$ cat src/design/text_console_cursor_engine_macros.svh
// Assertion macros shared by the console cursor engine.
`ifndef TEXT_CONSOLE_CURSOR_ENGINE_MACROS_SVH
`define TEXT_CONSOLE_CURSOR_ENGINE_MACROS_SVH

`ifndef ASSERT_OFF

// Checked on every rising edge once reset has been released.
`define TCCE_ASSERT(name, prop, msg) \
  name: assert property (@(posedge clk_i) disable iff (!rst_ni) prop) else $error(msg);

// Checked on every rising edge, reset included.
`define TCCE_ASSERT_ALWAYS(name, prop, msg) \
  name: assert property (@(posedge clk_i) prop) else $error(msg);

`else

`define TCCE_ASSERT(name, prop, msg)
`define TCCE_ASSERT_ALWAYS(name, prop, msg)

`endif

`endif

$ cat src/design/tcce_pkg.sv
package tcce_pkg;

  localparam int COL_W  = 9;
  localparam int ROW_W  = 8;
  localparam int COLS_W = 10;
  localparam int ROWS_W = 9;
  localparam int CHAR_W = 8;
  localparam int COLOR_W = 32;

  localparam int TAB_STOP  = 8;
  localparam int MAX_DRAWS = 8;
  localparam int CNT_W     = $clog2(MAX_DRAWS + 1);
  localparam int TAB_W     = $clog2(TAB_STOP + MAX_DRAWS + 1);

  localparam logic [COLS_W-1:0] MAX_COLS   = COLS_W'(512);
  localparam logic [ROWS_W-1:0] MAX_ROWS   = ROWS_W'(256);
  localparam logic [COLS_W-1:0] RESET_COLS = COLS_W'(80);
  localparam logic [ROWS_W-1:0] RESET_ROWS = ROWS_W'(25);

  localparam logic [CHAR_W-1:0] CHAR_BACKSPACE = 8'd8;
  localparam logic [CHAR_W-1:0] CHAR_TAB       = 8'd9;
  localparam logic [CHAR_W-1:0] CHAR_NEWLINE   = 8'd10;
  localparam logic [CHAR_W-1:0] CHAR_SPACE     = 8'd32;

  // Effective grid size, already clamped to its legal range.
  typedef struct packed {
    logic [COLS_W-1:0] cols;
    logic [ROWS_W-1:0] rows;
  } grid_t;

  typedef struct packed {
    logic [COL_W-1:0] col;
    logic [ROW_W-1:0] row;
  } cursor_t;

  typedef struct packed {
    logic load;
    logic step;
  } dp_cmd_t;

  typedef struct packed {
    logic no_draw;
    logic last;
  } dp_status_t;

  // Column overflow moves to the next row; row overflow returns to the top.
  function automatic cursor_t wrap_cursor(logic [COLS_W-1:0] col,
                                          logic [ROWS_W-1:0] row,
                                          grid_t grid);
    cursor_t res;
    logic [ROWS_W-1:0] r;
    logic [COLS_W-1:0] c;
    r = row;
    c = col;
    if (col >= grid.cols) begin
      r = row + ROWS_W'(1);
      c = '0;
    end
    if (r >= grid.rows) begin
      r = '0;
    end
    res.col = c[COL_W-1:0];
    res.row = r[ROW_W-1:0];
    return res;
  endfunction

endpackage

$ cat src/design/tcce_cfg.sv
module tcce_cfg
  import tcce_pkg::*;
(
  input  logic        clk_i,
  input  logic        rst_ni,
  input  logic        psel,
  input  logic        penable,
  input  logic        pwrite,
  input  logic [2:0]  paddr,
  input  logic [31:0] pwdata,
  output logic [31:0] prdata,
  output logic        pready,
  output grid_t       grid_o
);

  localparam logic REG_COLS = 1'b0;
  localparam logic REG_ROWS = 1'b1;

  logic [COLS_W-1:0] cols_q, cols_d;
  logic [ROWS_W-1:0] rows_q, rows_d;
  logic              wr_en;

  assign pready = 1'b1;
  assign wr_en  = psel & penable & pwrite;

  always_comb begin
    cols_d = cols_q;
    rows_d = rows_q;
    if (wr_en) begin
      unique case (paddr[2])
        REG_COLS: cols_d = pwdata[COLS_W-1:0];
        REG_ROWS: rows_d = pwdata[ROWS_W-1:0];
        default:  ;
      endcase
    end
  end

  always_ff @(posedge clk_i or negedge rst_ni) begin
    if (!rst_ni) begin
      cols_q <= RESET_COLS;
      rows_q <= RESET_ROWS;
    end else begin
      cols_q <= cols_d;
      rows_q <= rows_d;
    end
  end

  always_comb begin
    unique case (paddr[2])
      REG_COLS: prdata = {{(32 - COLS_W){1'b0}}, cols_q};
      REG_ROWS: prdata = {{(32 - ROWS_W){1'b0}}, rows_q};
      default:  prdata = '0;
    endcase
  end

  // A zero size counts as one cell; oversized values clamp to the maximum.
  always_comb begin
    grid_o.cols = cols_q;
    if (cols_q == '0) begin
      grid_o.cols = COLS_W'(1);
    end else if (cols_q > MAX_COLS) begin
      grid_o.cols = MAX_COLS;
    end
    grid_o.rows = rows_q;
    if (rows_q == '0) begin
      grid_o.rows = ROWS_W'(1);
    end else if (rows_q > MAX_ROWS) begin
      grid_o.rows = MAX_ROWS;
    end
  end

endmodule

$ cat src/design/tcce_ctrl.sv
module tcce_ctrl
  import tcce_pkg::*;
(
  input  logic       clk_i,
  input  logic       rst_ni,
  input  logic       in_valid_i,
  output logic       in_stall_o,
  output logic       out_valid_o,
  input  logic       out_stall_i,
  input  dp_status_t status_i,
  output dp_cmd_t    cmd_o
);

  localparam logic S_IDLE = 1'b0;
  localparam logic S_EMIT = 1'b1;

  logic state_q, state_d;

  assign in_stall_o  = (state_q != S_IDLE);
  assign out_valid_o = (state_q == S_EMIT);

  always_comb begin
    state_d    = state_q;
    cmd_o.load = 1'b0;
    cmd_o.step = 1'b0;
    unique case (state_q)
      S_IDLE: begin
        if (in_valid_i) begin
          cmd_o.load = 1'b1;
          if (!status_i.no_draw) begin
            state_d = S_EMIT;
          end
        end
      end
      S_EMIT: begin
        if (!out_stall_i) begin
          cmd_o.step = 1'b1;
          if (status_i.last) begin
            state_d = S_IDLE;
          end
        end
      end
      default: state_d = S_IDLE;
    endcase
  end

  always_ff @(posedge clk_i or negedge rst_ni) begin
    if (!rst_ni) begin
      state_q <= S_IDLE;
    end else begin
      state_q <= state_d;
    end
  end

endmodule

$ cat src/design/tcce_dpath.sv
module tcce_dpath
  import tcce_pkg::*;
(
  input  logic               clk_i,
  input  logic               rst_ni,
  input  grid_t              grid_i,
  input  dp_cmd_t            cmd_i,
  output dp_status_t         status_o,
  input  logic [CHAR_W-1:0]  char_code_i,
  input  logic [COLOR_W-1:0] fg_color_i,
  input  logic [COLOR_W-1:0] bg_color_i,
  output logic [COL_W-1:0]   cell_col_o,
  output logic [ROW_W-1:0]   cell_row_o,
  output logic [CHAR_W-1:0]  glyph_o,
  output logic [COLOR_W-1:0] draw_fg_o,
  output logic [COLOR_W-1:0] draw_bg_o,
  output logic               last_o
);

  logic [COL_W-1:0]   col_q, col_d;
  logic [ROW_W-1:0]   row_q, row_d;
  logic [CNT_W-1:0]   cnt_q, cnt_d;
  logic               adv_q, adv_d;
  logic [CHAR_W-1:0]  glyph_q, glyph_d;
  logic [COLOR_W-1:0] fg_q, fg_d;
  logic [COLOR_W-1:0] bg_q, bg_d;

  logic [TAB_W-1:0]   tab_rem;
  logic [TAB_W-1:0]   tab_num;
  logic [CNT_W-1:0]   tab_cnt;
  cursor_t            stepped;
  cursor_t            newline;

  assign status_o.no_draw = (char_code_i == CHAR_NEWLINE);
  assign status_o.last    = (cnt_q == CNT_W'(1));

  // Spaces up to the next tab stop, limited to the longest burst of draws.
  always_comb begin
    tab_rem = TAB_W'(col_q % COL_W'(TAB_STOP));
    tab_num = TAB_W'(TAB_STOP) - tab_rem;
    if (tab_num > TAB_W'(MAX_DRAWS)) begin
      tab_cnt = CNT_W'(MAX_DRAWS);
    end else begin
      tab_cnt = tab_num[CNT_W-1:0];
    end
  end

  // Backspace has already moved the cursor, so its draw is only followed by a wrap.
  assign stepped = wrap_cursor({1'b0, col_q} + COLS_W'(adv_q), {1'b0, row_q}, grid_i);
  assign newline = wrap_cursor('0, {1'b0, row_q} + ROWS_W'(1), grid_i);

  always_comb begin
    col_d   = col_q;
    row_d   = row_q;
    cnt_d   = cnt_q;
    adv_d   = adv_q;
    glyph_d = glyph_q;
    fg_d    = fg_q;
    bg_d    = bg_q;
    if (cmd_i.load) begin
      fg_d = fg_color_i;
      bg_d = bg_color_i;
      unique case (char_code_i)
        CHAR_NEWLINE: begin
          col_d = newline.col;
          row_d = newline.row;
        end
        CHAR_BACKSPACE: begin
          glyph_d = CHAR_SPACE;
          adv_d   = 1'b0;
          cnt_d   = CNT_W'(1);
          if (col_q == '0) begin
            col_d = COL_W'(grid_i.cols - COLS_W'(1));
            if (row_q == '0) begin
              row_d = ROW_W'(grid_i.rows - ROWS_W'(1));
            end else begin
              row_d = row_q - ROW_W'(1);
            end
          end else begin
            col_d = col_q - COL_W'(1);
          end
        end
        CHAR_TAB: begin
          glyph_d = CHAR_SPACE;
          adv_d   = 1'b1;
          cnt_d   = tab_cnt;
        end
        default: begin
          glyph_d = char_code_i;
          adv_d   = 1'b1;
          cnt_d   = CNT_W'(1);
        end
      endcase
    end else if (cmd_i.step) begin
      col_d = stepped.col;
      row_d = stepped.row;
      cnt_d = cnt_q - CNT_W'(1);
    end
  end

  always_ff @(posedge clk_i or negedge rst_ni) begin
    if (!rst_ni) begin
      col_q <= '0;
      row_q <= '0;
      cnt_q <= '0;
      adv_q <= 1'b0;
    end else begin
      col_q <= col_d;
      row_q <= row_d;
      cnt_q <= cnt_d;
      adv_q <= adv_d;
    end
  end

  always_ff @(posedge clk_i) begin
    glyph_q <= glyph_d;
    fg_q    <= fg_d;
    bg_q    <= bg_d;
  end

  assign cell_col_o = col_q;
  assign cell_row_o = row_q;
  assign glyph_o    = glyph_q;
  assign draw_fg_o  = fg_q;
  assign draw_bg_o  = bg_q;
  assign last_o     = status_o.last;

endmodule

$ cat src/design/text_console_cursor_engine.sv
// Text console cursor engine: each character request (byte plus foreground and
// background colour) moves a cursor on a grid set by the column and row
// registers and yields cell-draw requests of column, row, glyph and colours,
// with last marking the final draw of the character. The sequencer takes a
// character and then presents one draw per cycle while the output
// side does not stall, taking no new character until the last draw has gone:
// a printable byte or a backspace yields one draw, a tab one draw for each of its n
// spaces (up to 8), and a newline draws nothing. Grid registers
// sit at byte addresses 0 (columns) and 4 (rows) and should only be written
// while the engine is idle; there is no scrolling, the row wraps to the top.
module text_console_cursor_engine
  import tcce_pkg::*;
(
  input  logic               clk_i,
  input  logic               rst_ni,
  input  logic               psel,
  input  logic               penable,
  input  logic               pwrite,
  input  logic [2:0]         paddr,
  input  logic [31:0]        pwdata,
  output logic [31:0]        prdata,
  output logic               pready,
  input  logic               in_valid_i,
  output logic               in_stall_o,
  input  logic [CHAR_W-1:0]  char_code_i,
  input  logic [COLOR_W-1:0] fg_color_i,
  input  logic [COLOR_W-1:0] bg_color_i,
  output logic               out_valid_o,
  input  logic               out_stall_i,
  output logic [COL_W-1:0]   cell_col_o,
  output logic [ROW_W-1:0]   cell_row_o,
  output logic [CHAR_W-1:0]  glyph_o,
  output logic [COLOR_W-1:0] draw_fg_o,
  output logic [COLOR_W-1:0] draw_bg_o,
  output logic               last_o
);

`include "text_console_cursor_engine_macros.svh"

  grid_t      grid;
  dp_cmd_t    cmd;
  dp_status_t status;

  tcce_cfg u_cfg (
    .clk_i   (clk_i),
    .rst_ni  (rst_ni),
    .psel    (psel),
    .penable (penable),
    .pwrite  (pwrite),
    .paddr   (paddr),
    .pwdata  (pwdata),
    .prdata  (prdata),
    .pready  (pready),
    .grid_o  (grid)
  );

  tcce_ctrl u_ctrl (
    .clk_i       (clk_i),
    .rst_ni      (rst_ni),
    .in_valid_i  (in_valid_i),
    .in_stall_o  (in_stall_o),
    .out_valid_o (out_valid_o),
    .out_stall_i (out_stall_i),
    .status_i    (status),
    .cmd_o       (cmd)
  );

  tcce_dpath u_dpath (
    .clk_i       (clk_i),
    .rst_ni      (rst_ni),
    .grid_i      (grid),
    .cmd_i       (cmd),
    .status_o    (status),
    .char_code_i (char_code_i),
    .fg_color_i  (fg_color_i),
    .bg_color_i  (bg_color_i),
    .cell_col_o  (cell_col_o),
    .cell_row_o  (cell_row_o),
    .glyph_o     (glyph_o),
    .draw_fg_o   (draw_fg_o),
    .draw_bg_o   (draw_bg_o),
    .last_o      (last_o)
  );

  // While draws are pending no new character may be taken.
  `TCCE_ASSERT_ALWAYS(a_no_accept_while_drawing, out_valid_o |-> in_stall_o, "request taken during draws")
  // A character that draws something is presented in the next cycle.
  `TCCE_ASSERT(a_draw_follows_char, (in_valid_i && !in_stall_o && char_code_i != CHAR_NEWLINE) |=> out_valid_o, "draw missing after character")
  // A draw that is not the last is followed by another.
  `TCCE_ASSERT(a_burst_continues, (out_valid_o && !out_stall_i && !last_o) |=> out_valid_o, "draw burst cut short")
  // The last draw ends the burst.
  `TCCE_ASSERT(a_burst_ends, (out_valid_o && !out_stall_i && last_o) |=> !out_valid_o, "draw after last")

endmodule

$ cat config.mk
export PLATFORM = sky130hd
export DESIGN_NAME = text_console_cursor_engine
export DESIGN_NICKNAME = d
export VERILOG_FILES = /design/src/design/tcce_pkg.sv /design/src/design/tcce_cfg.sv /design/src/design/tcce_ctrl.sv /design/src/design/tcce_dpath.sv /design/src/design/text_console_cursor_engine.sv
export VERILOG_INCLUDE_DIRS = /design/src /design/src/design
export SDC_FILE = /design/constraint.sdc
export NUM_CORES = 1
export LEC_CHECK = 0
export BUFFER_PORTS_ARGS = -buffer_cell sky130_fd_sc_hd__buf_2
export CAP_MARGIN = 10
export CELL_PAD_IN_SITES_DETAIL_PLACEMENT = 1
export CELL_PAD_IN_SITES_GLOBAL_PLACEMENT = 1
export CORE_MARGIN = 2
export CORE_UTILIZATION = 41
export CTS_CLUSTER_SIZE = 12
export DETAILED_ROUTE_END_ITERATION = 8
export PLACE_DENSITY = 0.95
export REMOVE_ABC_BUFFERS = 1
export SETUP_SLACK_MARGIN = 0.5
export SYNTH_ARGS = -nofsm -noshare
export SYNTH_HDL_FRONTEND = slang
export SYNTH_SLANG_ARGS = --single-unit
$ cat constraint.sdc
create_clock -name clk_i -period 8.58 [get_ports clk_i]
set_clock_uncertainty 0.2 [all_clocks]
set_input_delay 0.858 -clock clk_i [delete_from_list [all_inputs] [get_ports clk_i]]
set_output_delay 0.858 -clock clk_i [all_outputs]
set_load 0.02 [all_outputs]
==> impl_metrics.py, run 1 <==
metrics = {
    "outcome": {
        "outcome": "completed",
    },
    "sta": {
        "grt_setup_unrepaired": "no",
        "maxSlewViolCount": 0,
        "worst_pin_slew_ns": 1.163,
        "finalCriticalPeriod_ns": 5.525,
        "period_share_pct": 64.39,
        "fin_setup_tns_ns": 0,
        "setup_viol": 0,
        "max_freq_ghz": 0.1810,
        "finalHoldViolCount": 0,
        "slew_headroom_pct": 22.48,
    },
    "floorplan": {
        "rows": 45,
        "start_util_pct": 41.93,
        "die_w_um": 128.7,
        "fp.dieH_um": 128.7,
        "io_pins": 239,
        "coreArea_sq_um": 15200,
        "dieArea_sq_um": 16560,
    },
    "layout": {
        "layout_common_cells": "191 x buf_2, 72 x edfxtp_1, 42 x nor2_1, 38 x ha_1, 37 x dfrtp_1",
        "final_common_cell": "buf_2",
        "n_fill_cell": 1679,
        "fin_util_pct": 52.14,
        "stdcell_count": 959,
        "fin_nets": 908,
        "stdcell_area_sq_um": 7926,
        "drive_gt1_share_pct": 36.67,
        "areaGrowthSynthToFinish_pct": 24.34,
    },
    "global_routing": {
        "grt_max_degree": 71,
        "antenna_found_initial": 3,
        "grt_pass1_wl_um": 29720,
        "top_usage_layer": "met2",
        "track_usage_pct": 23.58,
        "met1_usage_pct": 26.56,
        "grtUsageMet3_pct": 6.071,
        "grtUsageMet2_pct": 43.64,
        "grt_pass1_vias": 5429,
        "grt-ovfl-total": 0,
    },
    "synthesis": {
        "ys.flop_type": "edfxtp_1",
        "syn_area_sq_um": 6375,
        "synth_seq_cells": 114,
        "seq_area_frac_synth_pct": 50.50,
        "ys_warn_count": 0,
        "synth-edff-count": 72,
        "synthCells": 576,
        "async_flop_share_pct": 36.84,
        "synth.distinct_cells": 66,
        "synth_area_per_cell_sq_um": 11.07,
    },
    "power": {
        "comb_power_share_pct": 41.2,
        "clock_power_share_pct": 26.3,
        "seqPwrFrac_pct": 32.5,
        "ir_drop_v": 0.0001609,
        "p_int_uw": 1554,
        "p_per_area_nw_per_um2": 333.5,
        "power_uw": 2643,
        "leakage_uw": 0.003446,
        "p_sw_uw": 1089,
        "switching_share_pct": 41.20,
    },
    "clocking": {
        "cts_tree": "yes",
        "worstSkewPairLatency_ns": 0.42,
        "post-cts-setup-buffers": 0,
        "clock_tree.buffer_depth": 2,
        "ctsHoldBuffers": 0,
        "htreeDepth": 4,
        "root_buffer": "clkbuf_16",
        "cts_buffers": 17,
        "cts.repair.resized": 0,
        "clock_sinks": 114,
        "path_clk_slew_ns": 0.06,
    },
    "place": {
        "place_area_sq_um": 7335,
        "portBuffers": 191,
        "place_hpwl_um": 14750,
        "gp_congestion": 0.9189,
        "dp_cells": 925,
    },
    "worst_setup_path": {
        "path_class": "flop to flop",
        "critPathLaunchType": "flop",
        "worstPathArrival_ns": 5.65,
        "endpoint_kind": "flop",
        "crit_fanout": 8,
        "critPathRequiredTime_ns": 8.71,
    },
    "worst_hold_path": {
        "hp-class": "flop to flop",
    },
    "route": {
        "via_per_inst": 5.576,
        "first_pass_iters": 4,
        "vias": 5347,
        "postRouteAntennaNets": 0,
        "routed_wl_um": 19750,
        "drc": 0,
        "drt_iter0_drc": 375,
        "wl_per_cell_um": 20.59,
    },
    "flow_run": {
        "maxCapViolCount": 0,
    },
}
-- power groups by stage --
stage                     clock [uW]  sequential (uW)  combinational [uW]
after floorplan                    0              914                 658
after CTS                        708              856                1090
after global routing             732              872                1190
after global placement             0              855                1030
final                            695              858                1090
after detailed placement           0              864                1070
-- cell usage after synthesis, drive strengths merged (6+ instances only) --
cell	n	area share (%)
dfrtp	37	15
buf	32	3.9
xnor2	19	2.6
nor2	42	2.5
edfxtp	72	34
mux2	28	4.9
nand2b	7	0.69
a2111oi	8	1.3
inv	18	1.1
nor4	10	0.98
and3	6	0.61
a31oi	10	0.98
nand3	14	1.1
a21oi	37	3.1
xor2	10	1.4
or2	7	0.69
nor3	16	1.3
o21ai	24	1.9
ha	38	7.5
clkbuf	22	1.3
nand2	37	2.3
-- sequential cells by signal (all words and copies together) (netlist names), 4 cells and up --
register	flops
u_dpath.glyph_o	8
u_dpath.cnt_q	4
u_cfg.rows_q	9
u_dpath.cell_col_o	9
u_dpath.draw_fg_o	32
u_dpath.cell_row_o	8
u_cfg.cols_q	10
u_dpath.draw_bg_o	32
-- kinds of logic (layout without fill, tap and decap cells) --
family	count (synthesis)	in the layout	share of synthesized area (%)
other	2	25	0.1178
AOI/OAI and AO/OA	124	124	13.13
xor gates and xnor gates	29	29	3.984
buffers and inverters	73	245	6.339
muxes	28	28	4.946
and+or+nand+nor	168	168	13.52
DFF	114	114	50.50
adders and majority gates	38	38	7.458
-- worst max-delay path, stage by stage, from the launching register on --
cell and delay, ns:
dfrtp_1 0.51, ha_1 0.23, ha_1 0.24, and3_2 0.26
nand2_1 0.09, nor3_1 0.23, xnor2_1 0.13, ha_1 0.29
o21a_1 0.12, nor2_1 0.06, a2111oi_2 0.64, or2_2 0.36
xnor2_1 0.15, ha_1 0.24, nand2b_1 0.16, a2111oi_0 0.39
a2111oi_0 0.14, or2_2 0.36, nor3_1 0.38, a22oi_1 0.13
o21ai_0 0.12
-- area by class of cell --
class                           instances  area, sq um  share of cell area [%]
Antenna cell                            2        5.005                 0.06314
Inverter                               19        71.32                  0.8998
Clock inverter                         15        161.4                   2.036
Multi-Input combinational cell        410         2830                   35.71
Timing Repair Buffer                  194        978.4                   12.34
Sequential cell                       114         3219                   40.62
Clock buffer                           17        425.4                   5.367
Tap cell                              188        235.2                   2.968
-- final timing paths --
check                                      start                     to  slack (ns)  cells after the start
setup / recovery           u_dpath.cell_col_o[0]  u_dpath.cell_row_o[3]        3.06                     20
hold / removal                 u_ctrl.in_stall_o      u_ctrl.in_stall_o        0.34                      1
setup reg to reg           u_dpath.cell_col_o[0]  u_dpath.cell_row_o[3]        3.06                     20
hold reg to reg                u_ctrl.in_stall_o      u_ctrl.in_stall_o        0.34                      1
max in group asynchronous                 rst_ni       u_dpath.cnt_q[2]        7.11                      1
min in group asynchronous                 rst_ni  u_dpath.cell_col_o[7]        0.43                      1
-- per-stage QoR --
step	worst slack (ns)	hold WS, ns
floorplan	3.900	0.2783
finish	3.055	0.3435
global route	2.746	0.3838
CTS	3.102	0.3500
detailed placement	3.100	0.3335
global placement	3.198	0.3161
-- routing by layer --
metal	vias up	part of all wire, %
met5	-	0.066
met4	2	2.0
met3	30	7.4
met2	238	53
met1	2627	38
li1	2450	-
Note: power is estimated with default switching activity, not from simulation.
==> run 2: changes to the inputs <==
CORE_UTILIZATION = 34   (was 41)
PLACE_DENSITY = 0.86   (was 0.95)
clock period = 4.8 ns   (was 8.58 ns; I/O delays follow)
==> run 2 against run 1 <==
  * Critical path depth rose by 3
  * First-iteration DRC count fell by 13%
  * Combinational power grew 140%
  * Routed wire length up 15%
  * Cell count increased by 8.2%
  * Maximum frequency is 21% higher
  * Register-to-register slack lost 2.8 ns
  * Utilization is 5.6 points lower
  * Cell area up 9.2%
  * Via count is 4.7% higher
==> impl_metrics.py, run 2 (synthesized netlist as in run 1, its figures left out) <==
metrics = {
    "global_routing": {
        "grt_pass1_wl_um": 33010,
        "grt_max_degree": 73,
        "grt_pass1_vias": 5673,
        "grt-ovfl-total": 0,
        "track_usage_pct": 22.02,
        "antenna_found_initial": 2,
    },
    "layout": {
        "layout_common_cells": "191 x buf_2, 72 x edfxtp_1, 38 x nor2_1, 37 x dfrtp_1, 35 x buf_4",
        "antennaDiodeCount": 0,
        "n_fill_cell": 2043,
        "drive_gt1_share_pct": 44.65,
        "areaGrowthSynthToFinish_pct": 35.74,
        "fin_nets": 943,
        "stdcell_area_sq_um": 8653,
        "final_common_cell": "buf_2",
        "fin_util_pct": 46.57,
    },
    "sta": {
        "maxSlewViolCount": 0,
        "finalCriticalPeriod_ns": 4.580,
        "worst_pin_slew_ns": 1.034,
        "max_freq_ghz": 0.2183,
        "setup_viol": 0,
        "grt_setup_unrepaired": "yes",
        "slew_headroom_pct": 31.07,
        "fin_ws_ns": 0.2199,
        "period_share_pct": 95.42,
        "finalHoldViolCount": 0,
    },
    "route": {
        "postRouteAntennaNets": 0,
        "wl_per_cell_um": 21.85,
        "vias": 5598,
        "drt_iter0_drc": 328,
        "routed_wl_um": 22680,
        "drc": 0,
        "via_per_inst": 5.393,
        "first_pass_iters": 5,
    },
    "worst_hold_path": {
        "hp-class": "primary input to flop",
    },
    "floorplan": {
        "start_util_pct": 34.31,
        "dieArea_sq_um": 19860,
        "coreArea_sq_um": 18580,
        "io_pins": 239,
        "fp.dieH_um": 140.9,
        "die_w_um": 140.9,
        "rows": 50,
    },
    "place": {
        "gp_congestion": 0.9121,
        "place_area_sq_um": 7542,
        "portBuffers": 191,
        "pre_cts_slack_ns": -0.03200,
        "place_hpwl_um": 15710,
    },
    "clocking": {
        "clock_sinks": 114,
        "htreeDepth": 4,
        "root_buffer": "clkbuf_16",
        "cts_buffers": 17,
        "worstSkewPairLatency_ns": 0.42,
        "clock_tree.buffer_depth": 2,
        "cts_tree": "yes",
        "path_clk_slew_ns": 0.06,
    },
    "worst_setup_path": {
        "worstPathArrival_ns": 4.72,
        "r2r_cells": 23,
        "endpoint": "u_dpath.cell_row_o[5]",
        "endpoint_kind": "flop",
        "crit_fanout": 5,
        "worstReg2RegEnd": "u_dpath.cell_row_o[5]",
        "r2r_start": "u_dpath.cell_col_o[0]",
        "crit_path_start": "u_dpath.cell_col_o[0]",
        "path_class": "flop to flop",
        "critPathRequiredTime_ns": 4.94,
        "critPathLaunchType": "flop",
        "r2r_setup_slack_ns": 0.22,
    },
    "power": {
        "p_int_uw": 3201,
        "leakage_uw": 0.003789,
        "p_per_area_nw_per_um2": 634.7,
        "switching_share_pct": 41.73,
        "clock_power_share_pct": 24.6,
        "seqPwrFrac_pct": 27.4,
        "p_sw_uw": 2292,
        "ir_drop_v": 0.0003177,
        "comb_power_share_pct": 48.0,
    },
    "outcome": {
        "outcome": "completed",
    },
    "flow_run": {
        "maxCapViolCount": 0,
    },
}
[run 2: worst min-delay path by stage]
stage | slack [ns] | cells past startpoint | to | from
after global placement | 0.31 | 2 | u_dpath.adv_q | u_dpath.adv_q
after global routing | 0.01 | 1 | u_dpath.draw_fg_o[28] | fg_color_i[28]
final | 0.03 | 1 | u_dpath.draw_fg_o[28] | fg_color_i[28]
after detailed placement | 0.31 | 2 | u_dpath.adv_q | u_dpath.adv_q
after CTS | 0.01 | 1 | u_dpath.draw_fg_o[28] | fg_color_i[28]
after floorplan | -0.02 | 0 | u_cfg.cols_q[0] | rst_ni
[run 2: per-layer routing]
metal | routed length (um) | share of wire [%] | global-route usage [%]
met4 | 749 | 3.3 | 8.158
met2 | 12050 | 53 | 41.51
met5 | 13 | 0.057 | 0
met1 | 8116 | 36 | 23.55
met3 | 1754 | 7.7 | 5.774
[run 2: power by group through the flow]
stage | Combinational, uW | Sequential [uW] | Clock, uW
4_1_cts | 2330 | 1490 | 1380
3_5_place_dp | 2050 | 1500 | 0
5_1_grt | 2830 | 1530 | 1420
2_1_floorplan | 1180 | 1630 | 0
6_report | 2640 | 1500 | 1350
3_3_place_gp | 1980 | 1490 | 0
[run 2: critical path, cell delays in order (launching register included)]
cell and delay, ns:
dfrtp_1 0.39, ha_4 0.18, ha_4 0.14, and3_4 0.21, nand2_4 0.07, nor3_4 0.21
xnor2_2 0.12, ha_4 0.28, o21a_4 0.14, nor2_4 0.05, a2111oi_4 0.34, buf_6 0.20
o21ai_2 0.08, xnor2_2 0.15, ha_1 0.31, o211a_1 0.26, a211oi_4 0.28, a2111oi_4 0.09
buf_4 0.16, nor2_4 0.17, buf_4 0.14, o211a_1 0.17, a21oi_2 0.04, o22ai_1 0.12
[run 2: stage by stage]
stage                     power [uW]  instances  hold slack, ns   TNS, ns
after floorplan                 2810        543        -0.01559         0
after global placement          3470        991          0.3051         0
after detailed placement        3549        991          0.3135  -0.05169
after CTS                       5200       1029         0.01456         0
after global routing            5776       1038         0.01459         0
final                           5493       1038         0.03061         0
[run 2: layout make-up]
class / instances / area, sq um / share of cell area (%)
sequential: 114 / 3219 / 37.20
multi-input combinational: 410 / 3194 / 36.91
timing repair buffer: 229 / 1252 / 14.47
clock buffer: 17 / 425.4 / 4.916
tap: 234 / 292.8 / 3.383
clock inverter: 15 / 197.7 / 2.285
inverter: 19 / 71.32 / 0.8242
[run 2: what timing repair did]
action                     CTS  global route
hold buffers                 0             0
pin swaps                   28            23
resized for setup           50            23
buffers inserted             6             8
setup endpoints to repair    8             8
==> run 3: changes to the inputs <==
clock period = 4.2 ns   (was 4.8 ns; I/O delays follow)
==> run 3 against run 2 <==
  * The run now ends with negative hold slack, negative setup slack left
  * Utilization increased by 5.1 points
  * Cell count increased by 9.7%
  * Critical path depth unchanged
==> impl_metrics.py, run 3 (synthesized netlist as in run 1, its figures left out) <==
metrics = {
    "sta": {
        "fin_ws_ns": -0.4008,
        "setup_viol": 8,
        "hold_ws_ns": -0.03118,
        "period_share_pct": 109.5,
        "slew_headroom_pct": 29.96,
        "finalCriticalPeriod_ns": 4.601,
        "max_freq_ghz": 0.2174,
        "grt_setup_unrepaired": "yes",
        "maxSlewViolCount": 0,
        "finalHoldViolCount": 17,
        "worst_pin_slew_ns": 1.051,
    },
    "clocking": {
        "clock_tree.buffer_depth": 2,
        "root_buffer": "clkbuf_16",
        "cts_tree": "yes",
        "clock_sinks": 114,
        "worstSkewPairLatency_ns": 0.43,
        "path_clk_slew_ns": 0.06,
        "htreeDepth": 4,
        "cts_buffers": 17,
    },
    "route": {
        "wl_per_cell_um": 23.12,
        "via_per_inst": 5.372,
        "vias": 6119,
        "drc": 0,
        "postRouteAntennaNets": 0,
        "drt_iter0_drc": 352,
        "first_pass_iters": 5,
        "routed_wl_um": 26340,
    },
    "place": {
        "place_hpwl_um": 16870,
        "pre_cts_slack_ns": -0.6548,
        "gp_congestion": 0.9179,
        "dp_cells": 1030,
        "portBuffers": 191,
    },
    "layout": {
        "drive_gt1_share_pct": 44.58,
        "fin_nets": 1043,
        "stdcell_count": 1139,
        "final_common_cell": "buf_2",
        "areaGrowthSynthToFinish_pct": 50.54,
        "layout_common_cells": "191 x buf_2, 72 x edfxtp_1, 69 x buf_4, 65 x dlygate4sd3_1",
        "n_fill_cell": 2015,
    },
    "worst_setup_path": {
        "r2r_setup_slack_ns": -0.40,
        "r2r_cells": 23,
        "critPathRequiredTime_ns": 4.31,
        "path_delay_family": "compound AO/OA/AOI/OAI gates",
        "critical_path.max_stage_delay_ns": 0.40,
        "crit_fanout": 4,
        "crit_chain": "ha_4, ha_4, and3_4, nand2_4, nor3_4, xnor2_2, ha_4, o21a_1, nor2_4, a2111oi_4, buf_4, buf_6, buf_6, nor2_4, nor2_2, xnor2_1, ha_1, nand2_2, a2111oi_4, or2_4, nor3_4, buf_6, a221o_1",
        "worstPathArrival_ns": 4.71,
        "critPathLaunchType": "flop",
        "slowest_stage": "dfrtp_1",
        "path_class": "flop to flop",
        "worstReg2RegEnd": "u_dpath.cell_row_o[2]",
        "path_buf_inv": 4,
        "r2r_start": "u_dpath.cell_col_o[0]",
        "endpoint_kind": "flop",
    },
    "flow_run": {
        "maxCapViolCount": 0,
    },
    "outcome": {
        "failed_checks": "negative hold slack, negative setup slack",
        "outcome": "complete, but fails checks",
    },
    "global_routing": {
        "antenna_found_initial": 2,
        "grt_pass1_wl_um": 38170,
        "grt-ovfl-total": 0,
        "track_usage_pct": 25.64,
        "grt_pass1_vias": 6523,
        "grt_max_degree": 44,
    },
    "floorplan": {
        "die_w_um": 140.9,
        "rows": 50,
        "dieArea_sq_um": 19860,
        "fp.dieH_um": 140.9,
        "io_pins": 239,
        "coreArea_sq_um": 18580,
        "start_util_pct": 34.31,
    },
    "power": {
        "ir_drop_v": 0.0003815,
        "power_uw": 6572,
        "p_per_area_nw_per_um2": 684.8,
        "leakage_uw": 0.004207,
    },
    "worst_hold_path": {
        "hp-class": "primary input to async pin",
    },
}
==> run 3: cell types whose count changed in the layout (fill, tap and decap cells not counted), moves of 2 or more <==
| cell | change |
|---|---|
| buf_4 | +34 |
| ha_1 | -4 |
| nor4_2 | -2 |
| o21ai_0 | -2 |
| ha_2 | +3 |
| nand3_1 | -2 |
| nor2_2 | +2 |
| o21ai_1 | +2 |
| nand3_2 | +2 |
| dlygate4sd3_1 | +65 |
==> run 3: timing repair <==
item,4_1_cts,5_1_grt
hold endpoints to repair,63,2
hold buffers,63,2
buffers inserted,8,3
pin swaps,28,29
gates cloned,0,0
setup endpoints to repair,9,10
gates resized for setup,58,29
==> run 3: how the worst max path moves through the flow <==
stage                          start                     to  slack, ns  cells past startpoint
2_1_floorplan  u_dpath.cell_col_o[0]  u_dpath.cell_row_o[2]      -0.48                     19
3_3_place_gp   u_dpath.cell_col_o[0]  u_dpath.cell_row_o[5]      -0.38                     19
3_5_place_dp   u_dpath.cell_col_o[0]  u_dpath.cell_row_o[2]      -0.65                     21
4_1_cts                u_dpath.adv_q  u_dpath.cell_row_o[2]      -0.27                     21
5_1_grt        u_dpath.cell_col_o[0]  u_dpath.cell_row_o[2]      -0.51                     23
6_report       u_dpath.cell_col_o[0]  u_dpath.cell_row_o[2]      -0.40                     23
==> run 3: cell type report <==
cell class	instances	area, sq um	share of cell area (%)
Antenna cell	1	2.502	0.02608
Clock buffer	17	425.4	4.433
Clock inverter	15	171.4	1.786
Inverter	19	71.32	0.7432
Multi-Input combinational cell	410	3244	33.81
Sequential cell	114	3219	33.55
Tap cell	234	292.8	3.051
Timing Repair Buffer	329	2170	22.61
==> run 3: report_power, final <==
part	internal [uW]	total [uW]	switching, uW
clock network	892	1510	616
registers	1460	1660	203
logic	1440	3400	1960
total	3790	6570	2780
==> run 3: per-stage QoR <==
step	setup TNS (ns)	cell area, sq um	hold slack, ns	utilization [%]
detailed placement	-4.682	7835	0.3325	42.17
global route	-3.094	9597	0.01409	51.65
global placement	-2.404	7835	0.3068	42.17
floorplan	-3.114	6121	-0.07559	-
CTS	-1.312	9368	0.001436	50.42
finish	-2.297	9597	-0.03118	51.65
==> run 3: routing by layer <==
metal	GRT usage, %	up-vias	wire [um]
li1	-	2722	-
met1	28.27	3017	9817
met2	47.70	309	13860
met3	6.080	69	1797
met4	9.737	2	852
met5	0	-	13
